[src/rtl/yqrgb_pkg.sv]
// yqrgb_pkg: shared types, constants and helpers for the 4:2:0 quad to rgb pipeline
// used by every module in rtl; depends on nothing
package yqrgb_pkg;

	localparam int LUMA_W   = 8;
	localparam int PROD_W   = 16;
	localparam int SUM_W    = 11;
	localparam int IN_W     = 48;
	localparam int PIXEL_W  = 32;
	localparam int OUT_W    = 128;
	localparam int CFG_IDX_W  = 2;
	localparam int CFG_DATA_W = 1;

	localparam logic [CFG_IDX_W-1:0] CFG_SWAP_RED_BLUE    = 2'd0;
	localparam logic [CFG_IDX_W-1:0] CFG_FOUR_BYTE_PIXELS = 2'd1;

	localparam logic signed [PROD_W-1:0] COEF_RED_FROM_CR   = 16'sd163;
	localparam logic signed [PROD_W-1:0] COEF_GREEN_FROM_CB = 16'sd54;
	localparam logic signed [PROD_W-1:0] COEF_GREEN_FROM_CR = 16'sd97;
	localparam logic signed [PROD_W-1:0] COEF_BLUE_FROM_CB  = 16'sd136;
	localparam logic [LUMA_W:0]          CHROMA_OFFSET      = 9'd128;
	localparam logic [LUMA_W-1:0]        ALPHA_OPAQUE       = 8'hFF;

	typedef logic [LUMA_W-1:0] luma_t;
	typedef logic signed [SUM_W-1:0] sum_val_t;

	// stage 1 result: chroma products and the luma that rides along
	typedef struct packed {
		luma_t [3:0]              luma;
		logic signed [PROD_W-1:0] prod_r;
		logic signed [PROD_W-1:0] prod_g;
		logic signed [PROD_W-1:0] prod_b;
	} prod_beat_t;

	// stage 2 result: unclamped luma plus term per pixel and color
	typedef struct packed {
		sum_val_t [3:0] red;
		sum_val_t [3:0] green;
		sum_val_t [3:0] blue;
	} sum_beat_t;

	typedef struct packed {
		logic swap_red_blue;
		logic four_byte_pixels;
	} cfg_t;

	function automatic luma_t clamp8(input sum_val_t v);
		luma_t r;
		if (v[SUM_W-1])
			r = '0;
		else if (|v[SUM_W-2:LUMA_W])
			r = '1;
		else
			r = v[LUMA_W-1:0];
		return r;
	endfunction

endpackage

[src/rtl/yqrgb_chroma.sv]
// yqrgb_chroma: stage 1, removes the chroma offset and forms the three products
// depends on yqrgb_pkg
module yqrgb_chroma (
	input  logic                       clk,
	input  logic                       arst_n,
	input  logic                       in_valid,
	output logic                       in_ready,
	input  logic [yqrgb_pkg::IN_W-1:0] in_data,
	output logic                       out_valid,
	input  logic                       out_ready,
	output yqrgb_pkg::prod_beat_t      out_beat
);

	logic                                  valid_s1;
	yqrgb_pkg::prod_beat_t                 beat_s1;
	logic signed [yqrgb_pkg::LUMA_W:0]     cb;
	logic signed [yqrgb_pkg::LUMA_W:0]     cr;
	logic signed [yqrgb_pkg::PROD_W-1:0]   cb_ext;
	logic signed [yqrgb_pkg::PROD_W-1:0]   cr_ext;
	yqrgb_pkg::prod_beat_t                 beat_d;

	assign cb = $signed({1'b0, in_data[39:32]} - yqrgb_pkg::CHROMA_OFFSET);
	assign cr = $signed({1'b0, in_data[47:40]} - yqrgb_pkg::CHROMA_OFFSET);
	assign cb_ext = yqrgb_pkg::PROD_W'(cb);
	assign cr_ext = yqrgb_pkg::PROD_W'(cr);

	always_comb begin
		beat_d.luma[0] = in_data[7:0];
		beat_d.luma[1] = in_data[15:8];
		beat_d.luma[2] = in_data[23:16];
		beat_d.luma[3] = in_data[31:24];
		beat_d.prod_r  = cr_ext * yqrgb_pkg::COEF_RED_FROM_CR;
		beat_d.prod_g  = -(cb_ext * yqrgb_pkg::COEF_GREEN_FROM_CB)
			- cr_ext * yqrgb_pkg::COEF_GREEN_FROM_CR;
		beat_d.prod_b  = cb_ext * yqrgb_pkg::COEF_BLUE_FROM_CB;
	end

	assign in_ready = !valid_s1 || out_ready;

	always_ff @(posedge clk or negedge arst_n) begin
		if (!arst_n) begin
			valid_s1 <= 1'b0;
		end else if (in_ready) begin
			valid_s1 <= in_valid;
		end
	end

	always_ff @(posedge clk) begin
		if (in_valid && in_ready) begin
			beat_s1 <= beat_d;
		end
	end

	assign out_valid = valid_s1;
	assign out_beat  = beat_s1;

endmodule

[src/rtl/yqrgb_sum.sv]
// yqrgb_sum: stage 2, shifts the products into chroma terms and adds them to each luma
// depends on yqrgb_pkg
module yqrgb_sum (
	input  logic                  clk,
	input  logic                  arst_n,
	input  logic                  in_valid,
	output logic                  in_ready,
	input  yqrgb_pkg::prod_beat_t in_beat,
	output logic                  out_valid,
	input  logic                  out_ready,
	output yqrgb_pkg::sum_beat_t  out_beat
);

	logic                   valid_s2;
	yqrgb_pkg::sum_beat_t   beat_s2;
	yqrgb_pkg::sum_beat_t   beat_d;
	yqrgb_pkg::sum_val_t    term_r;
	yqrgb_pkg::sum_val_t    term_g;
	yqrgb_pkg::sum_val_t    term_b;
	yqrgb_pkg::sum_val_t    luma_ext [4];

	// arithmetic shifts round toward minus infinity
	assign term_r = yqrgb_pkg::SUM_W'(in_beat.prod_r >>> 7);
	assign term_g = yqrgb_pkg::SUM_W'(in_beat.prod_g >>> 8);
	assign term_b = yqrgb_pkg::SUM_W'(in_beat.prod_b >>> 6);

	always_comb begin
		for (int i = 0; i < 4; i++) begin
			luma_ext[i]       = $signed({3'b000, in_beat.luma[i]});
			beat_d.red[i]     = luma_ext[i] + term_r;
			beat_d.green[i]   = luma_ext[i] + term_g;
			beat_d.blue[i]    = luma_ext[i] + term_b;
		end
	end

	assign in_ready = !valid_s2 || out_ready;

	always_ff @(posedge clk or negedge arst_n) begin
		if (!arst_n) begin
			valid_s2 <= 1'b0;
		end else if (in_ready) begin
			valid_s2 <= in_valid;
		end
	end

	always_ff @(posedge clk) begin
		if (in_valid && in_ready) begin
			beat_s2 <= beat_d;
		end
	end

	assign out_valid = valid_s2;
	assign out_beat  = beat_s2;

endmodule

[src/rtl/yqrgb_pack.sv]
// yqrgb_pack: stage 3, clamps each sum to a byte and packs the four pixels
// depends on yqrgb_pkg
module yqrgb_pack (
	input  logic                        clk,
	input  logic                        arst_n,
	input  yqrgb_pkg::cfg_t             cfg,
	input  logic                        in_valid,
	output logic                        in_ready,
	input  yqrgb_pkg::sum_beat_t        in_beat,
	output logic                        out_valid,
	input  logic                        out_ready,
	output logic [yqrgb_pkg::OUT_W-1:0] out_data
);

	logic                                 valid_s3;
	logic [yqrgb_pkg::OUT_W-1:0]          data_s3;
	logic [yqrgb_pkg::OUT_W-1:0]          data_d;
	yqrgb_pkg::luma_t                     red;
	yqrgb_pkg::luma_t                     green;
	yqrgb_pkg::luma_t                     blue;
	yqrgb_pkg::luma_t                     alpha;

	assign alpha = cfg.four_byte_pixels ? yqrgb_pkg::ALPHA_OPAQUE : '0;

	always_comb begin
		data_d = '0;
		red    = '0;
		green  = '0;
		blue   = '0;
		for (int i = 0; i < 4; i++) begin
			red   = yqrgb_pkg::clamp8(in_beat.red[i]);
			green = yqrgb_pkg::clamp8(in_beat.green[i]);
			blue  = yqrgb_pkg::clamp8(in_beat.blue[i]);
			data_d[i*yqrgb_pkg::PIXEL_W +: yqrgb_pkg::PIXEL_W] = cfg.swap_red_blue
				? {alpha, red, green, blue}
				: {alpha, blue, green, red};
		end
	end

	assign in_ready = !valid_s3 || out_ready;

	always_ff @(posedge clk or negedge arst_n) begin
		if (!arst_n) begin
			valid_s3 <= 1'b0;
		end else if (in_ready) begin
			valid_s3 <= in_valid;
		end
	end

	always_ff @(posedge clk) begin
		if (in_valid && in_ready) begin
			data_s3 <= data_d;
		end
	end

	assign out_valid = valid_s3;
	assign out_data  = data_s3;

endmodule

[src/rtl/yuv420_quad_to_rgb_top.sv]
// yuv420_quad_to_rgb_top: 4:2:0 quad to packed rgb converter, top level
// depends on yqrgb_pkg, yqrgb_chroma, yqrgb_sum, yqrgb_pack
//
// usage:
//   s_axis carries one 2x2 quad per beat: four luma bytes and the shared
//   blue and red chroma bytes. m_axis carries four packed 32-bit pixels per
//   beat, byte 0 red (blue when swapped), byte 1 green, byte 2 the other
//   color, byte 3 alpha 0xff in four-byte mode and zero otherwise.
//   cfg_we/cfg_index/cfg_data write swap_red_blue (index 0) and
//   four_byte_pixels (index 1); write only while no beat is in flight.
//   an accepted input beat passes through three register stages: products,
//   chroma terms plus luma, clamp and pack. throughput is one quad per
//   cycle while m_axis_tready stays high; every stage takes a new beat
//   whenever it is empty or its successor takes its beat.
//   reset empties all three stages and loads swap_red_blue = 0 and
//   four_byte_pixels = 1.
//   when m_axis_tready is low the output beat holds, stages behind it keep
//   filling empty slots, and s_axis_tready drops once all three are full.
module yuv420_quad_to_rgb_top (
	input  logic                              clk,
	input  logic                              arst_n,
	input  logic                              s_axis_tvalid,
	output logic                              s_axis_tready,
	// luma_top_left, luma_top_right, luma_bottom_left, luma_bottom_right,
	// chroma_blue, chroma_red
	input  logic [yqrgb_pkg::IN_W-1:0]        s_axis_tdata,
	output logic                              m_axis_tvalid,
	input  logic                              m_axis_tready,
	// pixel_top_left, pixel_top_right, pixel_bottom_left, pixel_bottom_right
	output logic [yqrgb_pkg::OUT_W-1:0]       m_axis_tdata,
	input  logic                              cfg_we,
	input  logic [yqrgb_pkg::CFG_IDX_W-1:0]   cfg_index,
	input  logic [yqrgb_pkg::CFG_DATA_W-1:0]  cfg_data
);

	yqrgb_pkg::cfg_t        cfg_q;
	logic                   v1;
	logic                   rdy2;
	logic                   v2;
	logic                   rdy3;
	yqrgb_pkg::prod_beat_t  prod_beat;
	yqrgb_pkg::sum_beat_t   sum_beat;

	always_ff @(posedge clk or negedge arst_n) begin
		if (!arst_n) begin
			cfg_q.swap_red_blue    <= 1'b0;
			cfg_q.four_byte_pixels <= 1'b1;
		end else if (cfg_we) begin
			unique case (cfg_index)
				yqrgb_pkg::CFG_SWAP_RED_BLUE:    cfg_q.swap_red_blue    <= cfg_data[0];
				yqrgb_pkg::CFG_FOUR_BYTE_PIXELS: cfg_q.four_byte_pixels <= cfg_data[0];
				default: ;
			endcase
		end
	end

	yqrgb_chroma u_chroma (
		.clk       (clk),
		.arst_n    (arst_n),
		.in_valid  (s_axis_tvalid),
		.in_ready  (s_axis_tready),
		.in_data   (s_axis_tdata),
		.out_valid (v1),
		.out_ready (rdy2),
		.out_beat  (prod_beat)
	);

	yqrgb_sum u_sum (
		.clk       (clk),
		.arst_n    (arst_n),
		.in_valid  (v1),
		.in_ready  (rdy2),
		.in_beat   (prod_beat),
		.out_valid (v2),
		.out_ready (rdy3),
		.out_beat  (sum_beat)
	);

	yqrgb_pack u_pack (
		.clk       (clk),
		.arst_n    (arst_n),
		.cfg       (cfg_q),
		.in_valid  (v2),
		.in_ready  (rdy3),
		.in_beat   (sum_beat),
		.out_valid (m_axis_tvalid),
		.out_ready (m_axis_tready),
		.out_data  (m_axis_tdata)
	);

	// a stalled stage keeps its beat
	a_s1_hold: assert property (@(posedge clk) disable iff (!arst_n)
		v1 && !rdy2 |=> v1)
		else $error("stage 1 beat lost under stall");

	a_s2_hold: assert property (@(posedge clk) disable iff (!arst_n)
		v2 && !rdy3 |=> v2)
		else $error("stage 2 beat lost under stall");

	// full pipe with stalled output takes no input
	a_full_blocks: assert property (@(posedge clk) disable iff (!arst_n)
		v1 && v2 && m_axis_tvalid && !m_axis_tready |-> !s_axis_tready)
		else $error("input accepted into a full pipeline");

	a_alpha: assert property (@(posedge clk) disable iff (!arst_n)
		m_axis_tvalid |-> (m_axis_tdata[31:24] == 8'h00 || m_axis_tdata[31:24] == 8'hFF))
		else $error("alpha byte neither zero nor opaque");

endmodule

[config.mk]
export PLATFORM = sky130hd
export DESIGN_NAME = yuv420_quad_to_rgb_top
export DESIGN_NICKNAME = d
export VERILOG_FILES = /design/src/rtl/yqrgb_pkg.sv /design/src/rtl/yqrgb_chroma.sv /design/src/rtl/yqrgb_sum.sv /design/src/rtl/yqrgb_pack.sv /design/src/rtl/yuv420_quad_to_rgb_top.sv
export SDC_FILE = /design/constraint.sdc
export NUM_CORES = 1
export LEC_CHECK = 0
export ABC_CLOCK_PERIOD_IN_PS = 5720
export BUFFER_PORTS_ARGS = -buffer_cell sky130_fd_sc_hd__buf_2
export CORE_MARGIN = 2
export CORE_UTILIZATION = 35
export DETAILED_ROUTE_END_ITERATION = 10
export PLACE_DENSITY = 0.6
export SYNTH_ARGS = -nofsm -noshare
export SYNTH_HDL_FRONTEND = slang
export SYNTH_SLANG_ARGS = --single-unit
[constraint.sdc]
create_clock -name clk -period 5.72 [get_ports clk]
set_clock_uncertainty 0.15 [all_clocks]
set_input_delay 0.286 -clock clk [delete_from_list [all_inputs] [get_ports clk]]
set_output_delay 0.286 -clock clk [all_outputs]
set_load 0.005 [all_outputs]
==> results_dict.tcl <==
set metrics [dict create \
    run_status "finished, final reports clean" \
    cts.path.max_buffers 3 \
    fin_crit_ps 5598 \
    crit_path_start_kind "input port" \
    firstDrtPassIters 5 \
    rows 83 \
    cts_tree "built" \
    die_h_um 230.9 \
    p_int_uw 7474 \
    dp.cells 2395 \
    dp_hpwl_um 31470 \
    cp.arrival_ps 5750 \
    syn_area_um2 18020 \
    worstSetupPathType "input port to flop" \
    peakVddDrop_mv 0.7789 \
    yosys_warnings 0 \
    hold_slack_ps 53.67 \
    initial_utilization 0.3526 \
    syn_nets 1871 \
    htreeDepth 1 \
    slew_viol_final 0 \
    grt_util_all_layers 0.1500 \
    cts_sinks 285 \
    finalNetCount 2115 \
    finalNonFillerCells 2492 \
    grt_pass1_wl_um 62070 \
    drc_errors 0 \
    pwr-share-seq 0.322 \
    cts-root-buf "clkbuf_16" \
    grt_overflow 0 \
    clkTransAtPathRegs_ps 60 \
    relSlewSlack 0.2028 \
    core_area_um2 51090 \
    final-setup-viol-count 0 \
    ys_seq_area_frac 0.4737 \
    crit_fanout 4 \
    drive_gt1_frac 0.2196 \
    antenna_found_initial 0 \
    diodes 0 \
    synth-seq-cells 285 \
    hold_path_class "input port to asynchronous set/reset pin" \
    final_util 0.4181 \
    wl_um 40200 \
    r2r_cells 10 \
    cp-end-kind "flop" \
    p_per_area_nw_per_um2 546.5 \
    ys_async_sr_fraction 0.01754 \
    grt_pass1_vias 11730 \
    clk_latency_ps 550 \
    area_delta_synth_final_pct 18.56 \
    tightestPinTransition_ps 1196 \
    cts_buffers 29 \
    period_share 0.9786 \
    drv_cap 0 \
    power_leakage_uw 0.009121 \
    io_pins 186 \
    hold_viol 0 \
    via_per_inst 4.637 \
    setup-tns-final_ps 0 \
    timing.fmax_ghz 0.1786 \
    ant_nets 0 \
    cp.required_ps 5870 \
    ys.flop_type "edfxtp_1" \
    die_area_um2 53310 \
    netlist_instances 1546 \
    rsz0062_at_grt "true" \
    die_w_um 230.9 \
    place_congestion 0.8333 \
    combPwrFrac 0.522 \
    switching_power_uw 4199 \
    drt_iter0_markers 471 \
    grt_max_degree 97 \
    avgSynthCellArea_um2 11.65 \
    mostFrequentLayoutCells "edfxtp_1, nor2_1, ha_1" \
    num_vias 11560 \
    synth_edf_count 280 \
    final_common_cell "edfxtp_1" \
    switching_share 0.3597 \
    clkPwrFrac 0.156 \
    synth_cell_types 55 \
    portBuffers 185 \
    post_drt_wl_per_cell_um 16.13 \
]
==> path summary, 6_finish.rpt <==
| path | start | end | slack, ps |
|---|---|---|---|
| min in group clk | s_axis_tdata[36] | u_chroma.out_beat[7]$_DFFE_PP_ | 60 |
| min reg2reg | u_chroma.out_valid$_DFFE_PN0N_ | u_sum.out_valid$_DFFE_PN0P_ | 360 |
| min | arst_n | cfg_q[0]$_DFFE_PN1P_ | 50 |
| max reg2reg | u_chroma.out_beat[7]$_DFFE_PP_ | u_sum.out_beat[21]$_DFFE_PP_ | 2700 |
| max in group asynchronous | arst_n | cfg_q[1]$_DFFE_PN0P_ | 4700 |
| max | s_axis_tdata[34] | u_chroma.out_beat[30]$_DFFE_PP_ | 120 |
==> cell families (layout without fill, tap and decap cells) <==
group / after synthesis / in the layout / synth area share
and+or+nand+nor: 367 / 367 / 0.08764
DFF: 285 / 285 / 0.4737
adders and majority gates: 269 / 269 / 0.2089
buffers and inverters: 232 / 498 / 0.05486
AOI/OAI and AO/OA: 196 / 196 / 0.06896
xor gates and xnor gates: 122 / 122 / 0.05931
muxes: 75 / 75 / 0.04667
==> worst max-delay path: stages <==
cell	delay, ps
buf_8	110
ha_4	260
inv_2	30
fa_1	490
fa_1	500
inv_2	50
ha_4	230
nor2b_4	130
o21a_1	180
nor2_2	110
xnor2_1	120
ha_1	260
fa_1	530
inv_2	50
fa_1	450
xnor2_1	150
xnor2_1	140
ha_1	360
a41oi_2	150
o21ai_1	90
a21o_1	180
a21o_1	170
and2_4	150
a311oi_4	310
o21bai_1	110
xor2_1	150
==> cell usage after synthesis, types with 2 or more instances <==
master	number	area [um2]
edfxtp_1	280	8408
nor2_1	261	979.7
ha_1	216	2703
inv_1	163	611.8
xnor2_1	95	832.1
mux2_2	72	810.8
a21oi_1	63	315.3
fa_1	53	1061
o21ai_0	37	185.2
buf_4	31	232.7
nand2_1	30	112.6
xor2_1	27	236.5
clkbuf_1	24	90.09
a21o_1	21	157.7
o21a_1	19	142.6
a21boi_0	18	135.1
nand2b_1	18	112.6
nor3_1	14	70.07
nor2b_1	13	81.33
o21bai_1	13	97.59
buf_1	12	45.04
or2_2	10	62.56
o21ai_1	8	40.04
and2_1	7	43.79
dfrtp_1	4	100.1
o311a_1	4	40.04
mux2i_1	3	30.03
a31oi_1	2	12.51
or4_1	2	15.01
==> timing repair <==
action / in CTS / in global routing
buffers inserted: 0 / 2
hold buffers: 42 / 0
resized for setup: 0 / 17
endpoints found under the setup margin: 0 / 5
endpoints found under the hold margin: 43 / 0
==> sequential cells by signal, summed over array words and instances, names as in the netlist <==
name,flops
cfg_q,2
u_pack.out_valid,1
u_pack.out_data,97
u_chroma.out_beat,59
u_chroma.out_valid,1
u_sum.out_valid,1
u_sum.out_beat,124
==> per-layer routing <==
metal	wire length, um	track usage	up-vias
li1	-	-	5769
met1	17780	0.1865	5475
met2	19750	0.2707	248
met3	1365	0.01458	64
met4	1312	0.05181	0
met5	0	0	-
==> stage by stage <==
step | setup WS, ps | cell area, um2 | total power (uW)
finish | 122.1 | 21360 | 11670
global route | -50.75 | 21360 | 12640
CTS | 80.63 | 21270 | 11790
detailed placement | -509.1 | 19950 | 9899
global placement | -354.3 | 19950 | 9705
floorplan | -82.76 | 18150 | 7930
==> power groups by stage <==
| stage | Clock [uW] | Combinational, uW | Sequential (uW) |
|---|---|---|---|
| after floorplan | 0 | 4360 | 3570 |
| after global placement | 0 | 5900 | 3810 |
| after detailed placement | 0 | 6080 | 3810 |
| after CTS | 1880 | 6140 | 3770 |
| after global routing | 1950 | 6860 | 3830 |
| final | 1820 | 6090 | 3760 |
==> final cells by class <==
type                    instances  area [um2]
fillers                      4807       29730
flip-flops and latches        285        8536
inverters                     164       619.3
well taps                     680       850.8
multi-input cells            1029        8670
repair buffers                281        1780
clock buffers                  37       765.7
clock inverters                16       138.9
(Power assumes the default switching activity.)
